## src/rtl/ebd_pkg.sv

```systemverilog
// ----------------------------------------------------------------------------
// ebd_pkg
// shared widths, reset values, register codes and types of the beat detector
// ----------------------------------------------------------------------------
package ebd_pkg;

    localparam int SAMPLE_W   = 16;
    localparam int MAG_W      = 16;
    localparam int MEAN_W     = 16;
    localparam int SENS_W     = 8;
    localparam int HOLD_W     = 16;
    localparam int DECAY_W    = 16;
    localparam int FLASH_W    = 17;
    localparam int COUNT_W    = 32;
    localparam int CFG_IDX_W  = 2;
    localparam int CFG_DATA_W = 16;

    localparam int HISTORY_DEPTH_DEF = 64;
    localparam int OUT_FIFO_DEPTH    = 8;

    localparam logic [FLASH_W-1:0] FLASH_ONE   = 17'h10000;
    localparam logic [FLASH_W-1:0] FLASH_FLOOR = 17'd66;

    localparam logic [SENS_W-1:0]  SENS_RST    = 8'd48;
    localparam logic [HOLD_W-1:0]  HOLD_RST    = 16'd2400;
    localparam logic [MEAN_W-1:0]  MIN_AVG_RST = 16'd33;
    localparam logic [DECAY_W-1:0] DECAY_RST   = 16'd65405;

    typedef enum logic [CFG_IDX_W-1:0] {
        REG_SENSITIVITY  = 2'd0,
        REG_HOLD_SAMPLES = 2'd1,
        REG_MIN_AVERAGE  = 2'd2,
        REG_FLASH_DECAY  = 2'd3
    } ebd_reg_t;

    typedef struct packed {
        logic [SENS_W-1:0]  sens;
        logic [HOLD_W-1:0]  hold;
        logic [MEAN_W-1:0]  min_avg;
        logic [DECAY_W-1:0] decay;
    } ebd_cfg_t;

    typedef struct packed {
        logic               beat_now;
        logic [COUNT_W-1:0] beat_total;
        logic [FLASH_W-1:0] flash_level;
        logic [MEAN_W-1:0]  mean_energy;
    } ebd_result_t;

endpackage

```

## src/rtl/energy_beat_detector_unit.sv

```systemverilog
// ----------------------------------------------------------------------------
// energy_beat_detector_unit
// energy beat detector: moving mean of sample magnitudes, beat test with
// hold-off, beat counter and decaying flash level
// ----------------------------------------------------------------------------
// channel   | valid          | stall          | payload
// ----------+----------------+----------------+-------------------------------
// sample    | sample_valid   | sample_stall   | sample_value
// result    | result_valid   | result_stall   | beat_now, beat_total,
//           |                |                | flash_level, mean_energy
// config    | cfg_write      | none           | cfg_index, cfg_data
//
// one sample word per clock unless stalled; result via s0, s1, s2 regs and fifo
// stages: input reg, history ram and running sum, mean, beat test into fifo
// sample_stall rises when 8 words are in flight or queued in the result fifo
// history clears at reset through a wrap flag, no clearing pass
// result_stall backs the 8-entry fifo up into sample_stall, pipeline never stops
// ----------------------------------------------------------------------------
module energy_beat_detector_unit #(
    parameter int HISTORY_DEPTH = ebd_pkg::HISTORY_DEPTH_DEF
) (
    input  logic                                 clk,
    input  logic                                 rst_n,
    input  logic                                 cfg_write,
    input  logic [ebd_pkg::CFG_IDX_W-1:0]        cfg_index,
    input  logic [ebd_pkg::CFG_DATA_W-1:0]       cfg_data,
    input  logic                                 sample_valid,
    output logic                                 sample_stall,
    input  logic signed [ebd_pkg::SAMPLE_W-1:0]  sample_value,
    output logic                                 result_valid,
    input  logic                                 result_stall,
    output logic                                 beat_now,
    output logic [ebd_pkg::COUNT_W-1:0]          beat_total,
    output logic [ebd_pkg::FLASH_W-1:0]          flash_level,
    output logic [ebd_pkg::MEAN_W-1:0]           mean_energy
);

    import ebd_pkg::*;

    localparam int LOG_D    = $clog2(HISTORY_DEPTH);
    localparam int SLOT_W   = LOG_D;
    localparam int SUM_W    = $clog2(HISTORY_DEPTH * (2 ** (MAG_W - 1)) + 1);
    localparam int PTR_W    = $clog2(OUT_FIFO_DEPTH);
    localparam int CNT_W    = $clog2(OUT_FIFO_DEPTH + 1);
    localparam bit IS_POW2  = ((1 << LOG_D) == HISTORY_DEPTH);

    ebd_cfg_t            cfg_reg;

    logic                accept;
    logic [SAMPLE_W-1:0] sample_bits;
    logic [MAG_W-1:0]    in_mag;

    logic                s0_valid_reg;
    logic [MAG_W-1:0]    s0_mag_reg;
    logic                s1_valid_reg;
    logic [MAG_W-1:0]    s1_mag_reg;
    logic                s2_valid_reg;
    logic [MAG_W-1:0]    s2_mag_reg;
    logic [MEAN_W-1:0]   s2_mean_reg;

    logic [SLOT_W-1:0]   slot_reg;
    logic [SLOT_W-1:0]   slot_inc;
    logic [SLOT_W-1:0]   rd_addr;
    logic                wrapped_reg;
    logic [MAG_W-1:0]    rd_data;
    logic [MAG_W-1:0]    old_mag;
    logic [SUM_W-1:0]    sum_reg;
    logic [SUM_W-1:0]    sum_next;
    logic [MEAN_W-1:0]   mean_calc;

    ebd_result_t         dec_result;
    ebd_result_t         fifo_mem [OUT_FIFO_DEPTH];
    ebd_result_t         head;
    logic [PTR_W-1:0]    wr_ptr_reg;
    logic [PTR_W-1:0]    rd_ptr_reg;
    logic [CNT_W-1:0]    fifo_count_reg;
    logic [CNT_W-1:0]    pending_reg;
    logic                push;
    logic                pop;

    // config registers
    always_ff @(posedge clk or negedge rst_n)
    begin
        if (!rst_n)
        begin
            cfg_reg.sens    <= SENS_RST;
            cfg_reg.hold    <= HOLD_RST;
            cfg_reg.min_avg <= MIN_AVG_RST;
            cfg_reg.decay   <= DECAY_RST;
        end
        else if (cfg_write)
        begin
            unique case (ebd_reg_t'(cfg_index))
                REG_SENSITIVITY:  cfg_reg.sens    <= cfg_data[SENS_W-1:0];
                REG_HOLD_SAMPLES: cfg_reg.hold    <= cfg_data[HOLD_W-1:0];
                REG_MIN_AVERAGE:  cfg_reg.min_avg <= cfg_data[MEAN_W-1:0];
                REG_FLASH_DECAY:  cfg_reg.decay   <= cfg_data[DECAY_W-1:0];
            endcase
        end
    end

    // input stage: magnitude of the sample word
    assign accept       = sample_valid && !sample_stall;
    assign sample_bits  = sample_value;
    assign in_mag       = sample_bits[SAMPLE_W-1] ? MAG_W'(~sample_bits + 1'b1)
                                                  : MAG_W'(sample_bits);
    assign sample_stall = (pending_reg == CNT_W'(OUT_FIFO_DEPTH));

    // history ring: read data always holds the entry at slot_reg
    assign slot_inc = (slot_reg == SLOT_W'(HISTORY_DEPTH - 1)) ? '0 : slot_reg + 1'b1;
    assign rd_addr  = s0_valid_reg ? slot_inc : slot_reg;
    assign old_mag  = wrapped_reg ? rd_data : '0;
    assign sum_next = sum_reg - SUM_W'(old_mag) + SUM_W'(s0_mag_reg);

    ebd_ram #(
        .WIDTH (MAG_W),
        .DEPTH (HISTORY_DEPTH)
    ) u_ring (
        .clk     (clk),
        .wr_en   (s0_valid_reg),
        .wr_addr (slot_reg),
        .wr_data (s0_mag_reg),
        .rd_addr (rd_addr),
        .rd_data (rd_data)
    );

    // mean of the window
    generate
        if (IS_POW2)
        begin : g_mean_shift
            assign mean_calc = sum_reg[LOG_D +: MEAN_W];
        end
        else
        begin : g_mean_recip
            localparam int RECIP_SHIFT = SUM_W + LOG_D;
            localparam int RECIP_W     = SUM_W + 1;
            localparam int PROD_W      = SUM_W + RECIP_W;
            localparam logic [RECIP_W-1:0] RECIP = RECIP_W'(
                ((64'd1 << RECIP_SHIFT) + 64'(HISTORY_DEPTH) - 64'd1) / 64'(HISTORY_DEPTH));
            logic [PROD_W-1:0] mean_prod;
            assign mean_prod = PROD_W'(sum_reg) * PROD_W'(RECIP);
            assign mean_calc = mean_prod[RECIP_SHIFT +: MEAN_W];
        end
    endgenerate

    // pipeline control
    always_ff @(posedge clk or negedge rst_n)
    begin
        if (!rst_n)
        begin
            s0_valid_reg <= 1'b0;
            s1_valid_reg <= 1'b0;
            s2_valid_reg <= 1'b0;
            slot_reg     <= '0;
            wrapped_reg  <= 1'b0;
            sum_reg      <= '0;
        end
        else
        begin
            s0_valid_reg <= accept;
            s1_valid_reg <= s0_valid_reg;
            s2_valid_reg <= s1_valid_reg;
            if (s0_valid_reg)
            begin
                slot_reg <= slot_inc;
                sum_reg  <= sum_next;
                if (slot_reg == SLOT_W'(HISTORY_DEPTH - 1))
                begin
                    wrapped_reg <= 1'b1;
                end
            end
        end
    end

    // pipeline payload
    always_ff @(posedge clk)
    begin
        s0_mag_reg  <= in_mag;
        s1_mag_reg  <= s0_mag_reg;
        s2_mag_reg  <= s1_mag_reg;
        s2_mean_reg <= mean_calc;
    end

    ebd_decide u_decide (
        .clk        (clk),
        .rst_n      (rst_n),
        .item_valid (s2_valid_reg),
        .item_mag   (s2_mag_reg),
        .item_mean  (s2_mean_reg),
        .cfg        (cfg_reg),
        .result     (dec_result)
    );

    // result fifo
    assign push = s2_valid_reg;
    assign pop  = result_valid && !result_stall;

    always_ff @(posedge clk)
    begin
        if (push)
        begin
            fifo_mem[wr_ptr_reg] <= dec_result;
        end
    end

    always_ff @(posedge clk or negedge rst_n)
    begin
        if (!rst_n)
        begin
            wr_ptr_reg     <= '0;
            rd_ptr_reg     <= '0;
            fifo_count_reg <= '0;
            pending_reg    <= '0;
        end
        else
        begin
            if (push)
            begin
                wr_ptr_reg <= wr_ptr_reg + 1'b1;
            end
            if (pop)
            begin
                rd_ptr_reg <= rd_ptr_reg + 1'b1;
            end
            unique case ({push, pop})
                2'b10:   fifo_count_reg <= fifo_count_reg + 1'b1;
                2'b01:   fifo_count_reg <= fifo_count_reg - 1'b1;
                default: fifo_count_reg <= fifo_count_reg;
            endcase
            unique case ({accept, pop})
                2'b10:   pending_reg <= pending_reg + 1'b1;
                2'b01:   pending_reg <= pending_reg - 1'b1;
                default: pending_reg <= pending_reg;
            endcase
        end
    end

    assign head         = fifo_mem[rd_ptr_reg];
    assign result_valid = (fifo_count_reg != '0);
    assign beat_now     = head.beat_now;
    assign beat_total   = head.beat_total;
    assign flash_level  = head.flash_level;
    assign mean_energy  = head.mean_energy;

    assert property (@(posedge clk) disable iff (!rst_n)
        pending_reg >= fifo_count_reg)
        else $error("fewer words in flight than queued");

    assert property (@(posedge clk) disable iff (!rst_n)
        !(push && !pop && (fifo_count_reg == CNT_W'(OUT_FIFO_DEPTH))))
        else $error("result fifo overflow");

    assert property (@(posedge clk) disable iff (!rst_n)
        wrapped_reg |=> wrapped_reg)
        else $error("history wrap flag cleared");

    assert property (@(posedge clk) disable iff (!rst_n)
        sum_reg <= SUM_W'(HISTORY_DEPTH * (2 ** (MAG_W - 1))))
        else $error("running sum exceeds full window");

endmodule

```

## src/rtl/ebd_ram.sv

```systemverilog
// ----------------------------------------------------------------------------
// ebd_ram
// generic single-write, single-read ram with registered read data
// ----------------------------------------------------------------------------
module ebd_ram #(
    parameter int WIDTH = 16,
    parameter int DEPTH = 64
) (
    input  logic                     clk,
    input  logic                     wr_en,
    input  logic [$clog2(DEPTH)-1:0] wr_addr,
    input  logic [WIDTH-1:0]         wr_data,
    input  logic [$clog2(DEPTH)-1:0] rd_addr,
    output logic [WIDTH-1:0]         rd_data
);

    logic [WIDTH-1:0] mem [DEPTH];

    always_ff @(posedge clk)
    begin
        if (wr_en)
        begin
            mem[wr_addr] <= wr_data;
        end
        rd_data <= mem[rd_addr];
    end

endmodule

```

## src/rtl/ebd_decide.sv

```systemverilog
// ----------------------------------------------------------------------------
// ebd_decide
// beat test, hold-off counter, beat counter and flash decay for one word
// ----------------------------------------------------------------------------
module ebd_decide (
    input  logic                        clk,
    input  logic                        rst_n,
    input  logic                        item_valid,
    input  logic [ebd_pkg::MAG_W-1:0]   item_mag,
    input  logic [ebd_pkg::MEAN_W-1:0]  item_mean,
    input  ebd_pkg::ebd_cfg_t           cfg,
    output ebd_pkg::ebd_result_t        result
);

    import ebd_pkg::*;

    localparam int SENS_FRAC    = 5;
    localparam int THRESH_W     = MEAN_W + SENS_W;
    localparam int FLASH_PROD_W = FLASH_W + DECAY_W;

    logic [HOLD_W-1:0]       holdoff_reg;
    logic [HOLD_W-1:0]       holdoff_next;
    logic [HOLD_W-1:0]       holdoff_load;
    logic [FLASH_W-1:0]      flash_reg;
    logic [FLASH_W-1:0]      flash_next;
    logic [FLASH_W-1:0]      flash_decayed;
    logic [COUNT_W-1:0]      count_reg;
    logic [COUNT_W-1:0]      count_next;
    logic [THRESH_W-1:0]     energy;
    logic [THRESH_W-1:0]     thresh;
    logic [FLASH_PROD_W-1:0] flash_prod;
    logic                    fire;

    always_comb
    begin
        energy = THRESH_W'(item_mag) << SENS_FRAC;
        thresh = THRESH_W'(item_mean) * THRESH_W'(cfg.sens);
        fire   = (holdoff_reg == '0) && (energy > thresh) && (item_mean > cfg.min_avg);

        holdoff_load = fire ? cfg.hold : holdoff_reg;
        holdoff_next = (holdoff_load != '0) ? holdoff_load - 1'b1 : holdoff_load;

        // one times decay is decay itself
        flash_prod    = FLASH_PROD_W'(flash_reg) * FLASH_PROD_W'(cfg.decay);
        flash_decayed = fire ? FLASH_W'(cfg.decay) : flash_prod[DECAY_W +: FLASH_W];
        flash_next    = (flash_decayed < FLASH_FLOOR) ? '0 : flash_decayed;

        count_next = fire ? count_reg + 1'b1 : count_reg;

        result.beat_now    = fire;
        result.beat_total  = count_next;
        result.flash_level = flash_next;
        result.mean_energy = item_mean;
    end

    always_ff @(posedge clk or negedge rst_n)
    begin
        if (!rst_n)
        begin
            holdoff_reg <= '0;
            flash_reg   <= '0;
            count_reg   <= '0;
        end
        else if (item_valid)
        begin
            holdoff_reg <= holdoff_next;
            flash_reg   <= flash_next;
            count_reg   <= count_next;
        end
    end

    assert property (@(posedge clk) disable iff (!rst_n)
        flash_reg < FLASH_ONE)
        else $error("flash level reached one after decay");

    assert property (@(posedge clk) disable iff (!rst_n)
        (item_valid && !fire) |=> (flash_reg <= $past(flash_reg)))
        else $error("flash level grew without a beat");

    assert property (@(posedge clk) disable iff (!rst_n)
        (item_valid && (holdoff_reg != '0)) |=> (count_reg == $past(count_reg)))
        else $error("beat counted during hold-off");

endmodule

```

## config.mk

```make
export PLATFORM = sky130hd
export DESIGN_NAME = energy_beat_detector_unit
export DESIGN_NICKNAME = d
export VERILOG_FILES = /design/src/rtl/ebd_pkg.sv /design/src/rtl/energy_beat_detector_unit.sv /design/src/rtl/ebd_ram.sv /design/src/rtl/ebd_decide.sv
export SDC_FILE = /design/constraint.sdc
export NUM_CORES = 2
export LEC_CHECK = 0
export BUFFER_PORTS_ARGS = -buffer_cell sky130_fd_sc_hd__clkbuf_2
export CAP_MARGIN = 5
export CORE_MARGIN = 4
export CORE_UTILIZATION = 49
export CTS_CLUSTER_SIZE = 20
export DETAILED_ROUTE_END_ITERATION = 16
export SYNTH_ARGS = -nofsm -noshare
export SYNTH_HDL_FRONTEND = slang
export SYNTH_SLANG_ARGS = --single-unit
```

## constraint.sdc

```tcl
create_clock -name clk -period 16.5 [get_ports clk]
set_input_delay 3.3 -clock clk [delete_from_list [all_inputs] [get_ports clk]]
set_output_delay 3.3 -clock clk [all_outputs]
set_load 0.01 [all_outputs]
```

==> run summary <==
Status - complete, no violations
Critical path endpoint category - flop
Nets - 5853
Residual DRC - 0
Synth Area in XOR/XNOR - 0.0139
Post-synth top area share - 0.555
RSZ-0062 raised after global routing - false
Design Area, Final - 93500 um^2
Postcts setup bufs - 0
Die height - 422 um
CTS tree - built
Pre-antenna DRT Iters - 7
Compound-Gate Fraction of Synth Area - 0.0265
Post-synthesis cell area - 84000 um^2
WS Path Type - reg2reg
Max stage delay cell, worst path - a2111oi_0
Max Freq - 106 MHz
Hold Violations, Final - 0
Yosys top cell by area - edfxtp_1
Count leader, synth - edfxtp_1
CTS Hold Buffers Added - 0
Netlist cell types - 78
Routability cong. - 0.836
Grt ovf - 0
Yosys Warn Count - 0
Via/cell ratio - 5.77
IO Port Bufs - 106
Commonest cells post-synth - edfxtp_1, inv_1, mux4_2
Adder-cell area share of the yosys netlist - 0.105
CP required - 16980 ps
Layout Skew - 44.9 ps
Clk sinks - 1799
VDD IR max - 0.243 mV
Clock-pin slew on the worst setup and hold paths - 60 ps
Vias in the first global route - 46.5k
CTS buffer count - 181
Routed len/inst - 25.7 um
Crit path max fanout - 49
Die width - 422 um
DPL Wire Length - 121000 um
Multiplexer share of the synthesized area - 0.141
Maxcap violations - 0
Site Rows - 151
Power per Cell Area - 200 nW/um^2
Synth top area cells - edfxtp_1, mux4_2, fa_1
Share of layout cells above drive strength 1 - 0.218
Fill count - 13.3k
Crit path DAT - 9890 ps
Final period utilization - 0.571
Max stage delay on crit path - 880 ps
Final worst path period need - 9420 ps
Register area - 52400 um^2
Initial Util - 0.494
Avg Inst Size Synth - 16.5 um^2
Setup TNS Final - 0 ps
# setup viols final - 0
Gates resized, CTS repair - 0
Vias - 44.3k
Synthesis-stage register bit count - 1799
Ys async rst share - 0.0928
WHS - 316 ps
Simple-gate area share of the yosys netlist - 0.0586
H-tree lvl count - 4
Main combinational cell family by area after synthesis - multiplexers
Global-route wire length before repair - 301000 um
Max reg flops - 1024
Hold crit path type - reg2reg
Mapped Nets - 5645
Multi-input gate area - 29200 um^2
Slew @ Worst Pin - 1100 ps
Slew Viols, Final - 0
Main flop type after synthesis - edfxtp_1
Post-synthesis sequential area ratio - 0.624
DP Area - 87700 um^2
Starting DRC count in detailed routing - 3548
Clock tree buffer depth - 3
Core Area - 170000 um^2
EDFF count, synth - 1552
Area grow syn2layout - 11.4%
Gr usage total - 0.225
Initial antenna violation count - 4
Worst setup SP type - flop
I/O Pins - 107
Synth Instances - 5084
Relative slew slack - 0.262
Routed Wire Length - 197000 um
Clock latency on the worst-skew pair - 820 ps
Die area - 178000 um^2
Largest net degree at the start of global routing - 104
Critical path's most frequent cell - fa_1
LEAKAGE - 34.0 nW
Antenna Nets Post-Route - 0
Root Buffer - clkbuf_16
where the power goes:
| part | switching (mW) | internal [mW] |
|---|---|---|
| Clock | 1.74 | 2.27 |
| Sequential | 0.424 | 5.49 |
| Combinational | 4.95 | 3.81 |
| Total | 7.12 | 11.6 |
per-stage QoR:
stage	std cells	power (mW)	setup slack, ps	util
global placement	7326	14.8	7280	0.516
finish	7668	18.7	7080	0.551
CTS	7664	18.9	7060	0.551
detailed placement	7326	14.8	7110	0.516
floorplan	5084	12.2	8370	-
global route	7665	20.0	6470	0.551
routing by layer:
layer / vias to the layer above / global-route usage / wire length, um
li1: 19300 / - / -
met1: 23500 / 0.303 / 81600
met2: 1163 / 0.385 / 99800
met3: 298 / 0.0325 / 10200
met4: 0 / 0.0652 / 5670
met5: - / 0 / 0
path summary, 6_finish.rpt:
kind / cells after the start / to / slack (ps) / from
setup / recovery: 30 / fifo_mem[7][20]$_DFFE_PP_ / 7080 / s2_mean_reg[4]$_DFF_P_
hold reg to reg: 0 / s2_mag_reg[10]$_DFF_P_ / 320 / s1_mag_reg[10]$_DFF_P_
hold / removal: 0 / s2_mag_reg[10]$_DFF_P_ / 320 / s1_mag_reg[10]$_DFF_P_
max in group asynchronous: 3 / push$_DFF_PN0_ / 11940 / rst_n
min in group asynchronous: 1 / u_decide.count_reg[19]$_DFFE_PN0P_ / 2480 / rst_n
setup reg to reg: 30 / fifo_mem[7][20]$_DFFE_PP_ / 7080 / s2_mean_reg[4]$_DFF_P_
cell usage in the layout, fill, tap and decap left out, types with 105 or more instances in the layout:
cell	n
nor2_1	152
dfrtp_1	140
ha_1	213
mux4_2	452
inv_1	455
buf_4	133
clkbuf_2	105
clkbuf_16	184
nand2_1	415
edfxtp_1	1552
mux2_2	139
and2_1	206
fa_1	309
kinds of logic after synthesis:
| kind of cell | count (synthesis) |
|---|---|
| multiplexers | 601 |
| buffers and inverters | 673 |
| flip-flops | 1799 |
| adder cells (fa/ha/maj) | 522 |
| XOR/XNOR | 133 |
| AO/OA/AOI/OAI | 332 |
| AND/OR/NAND/NOR | 1024 |
area by class of cell:
type                            instances  area share
Timing Repair Buffer                  241      0.0167
Clock inverter                         90     0.00946
Antenna cell                            3   0.0000803
Sequential cell                      1799       0.561
Multi-Input combinational cell       2612       0.312
Inverter                              457      0.0184
Tap cell                             2218      0.0297
Clock buffer                          248      0.0532
worst max-delay path: cells and delay by family, from the launching register on:
family / cells / cell delay, ps
xor+xnor: 1 / 80
compound gates: 9 / 2900
flops: 1 / 720
simple gates: 9 / 1820
buf+inv: 5 / 870
fa+ha+maj: 6 / 2640
(Power assumes the default switching activity.)
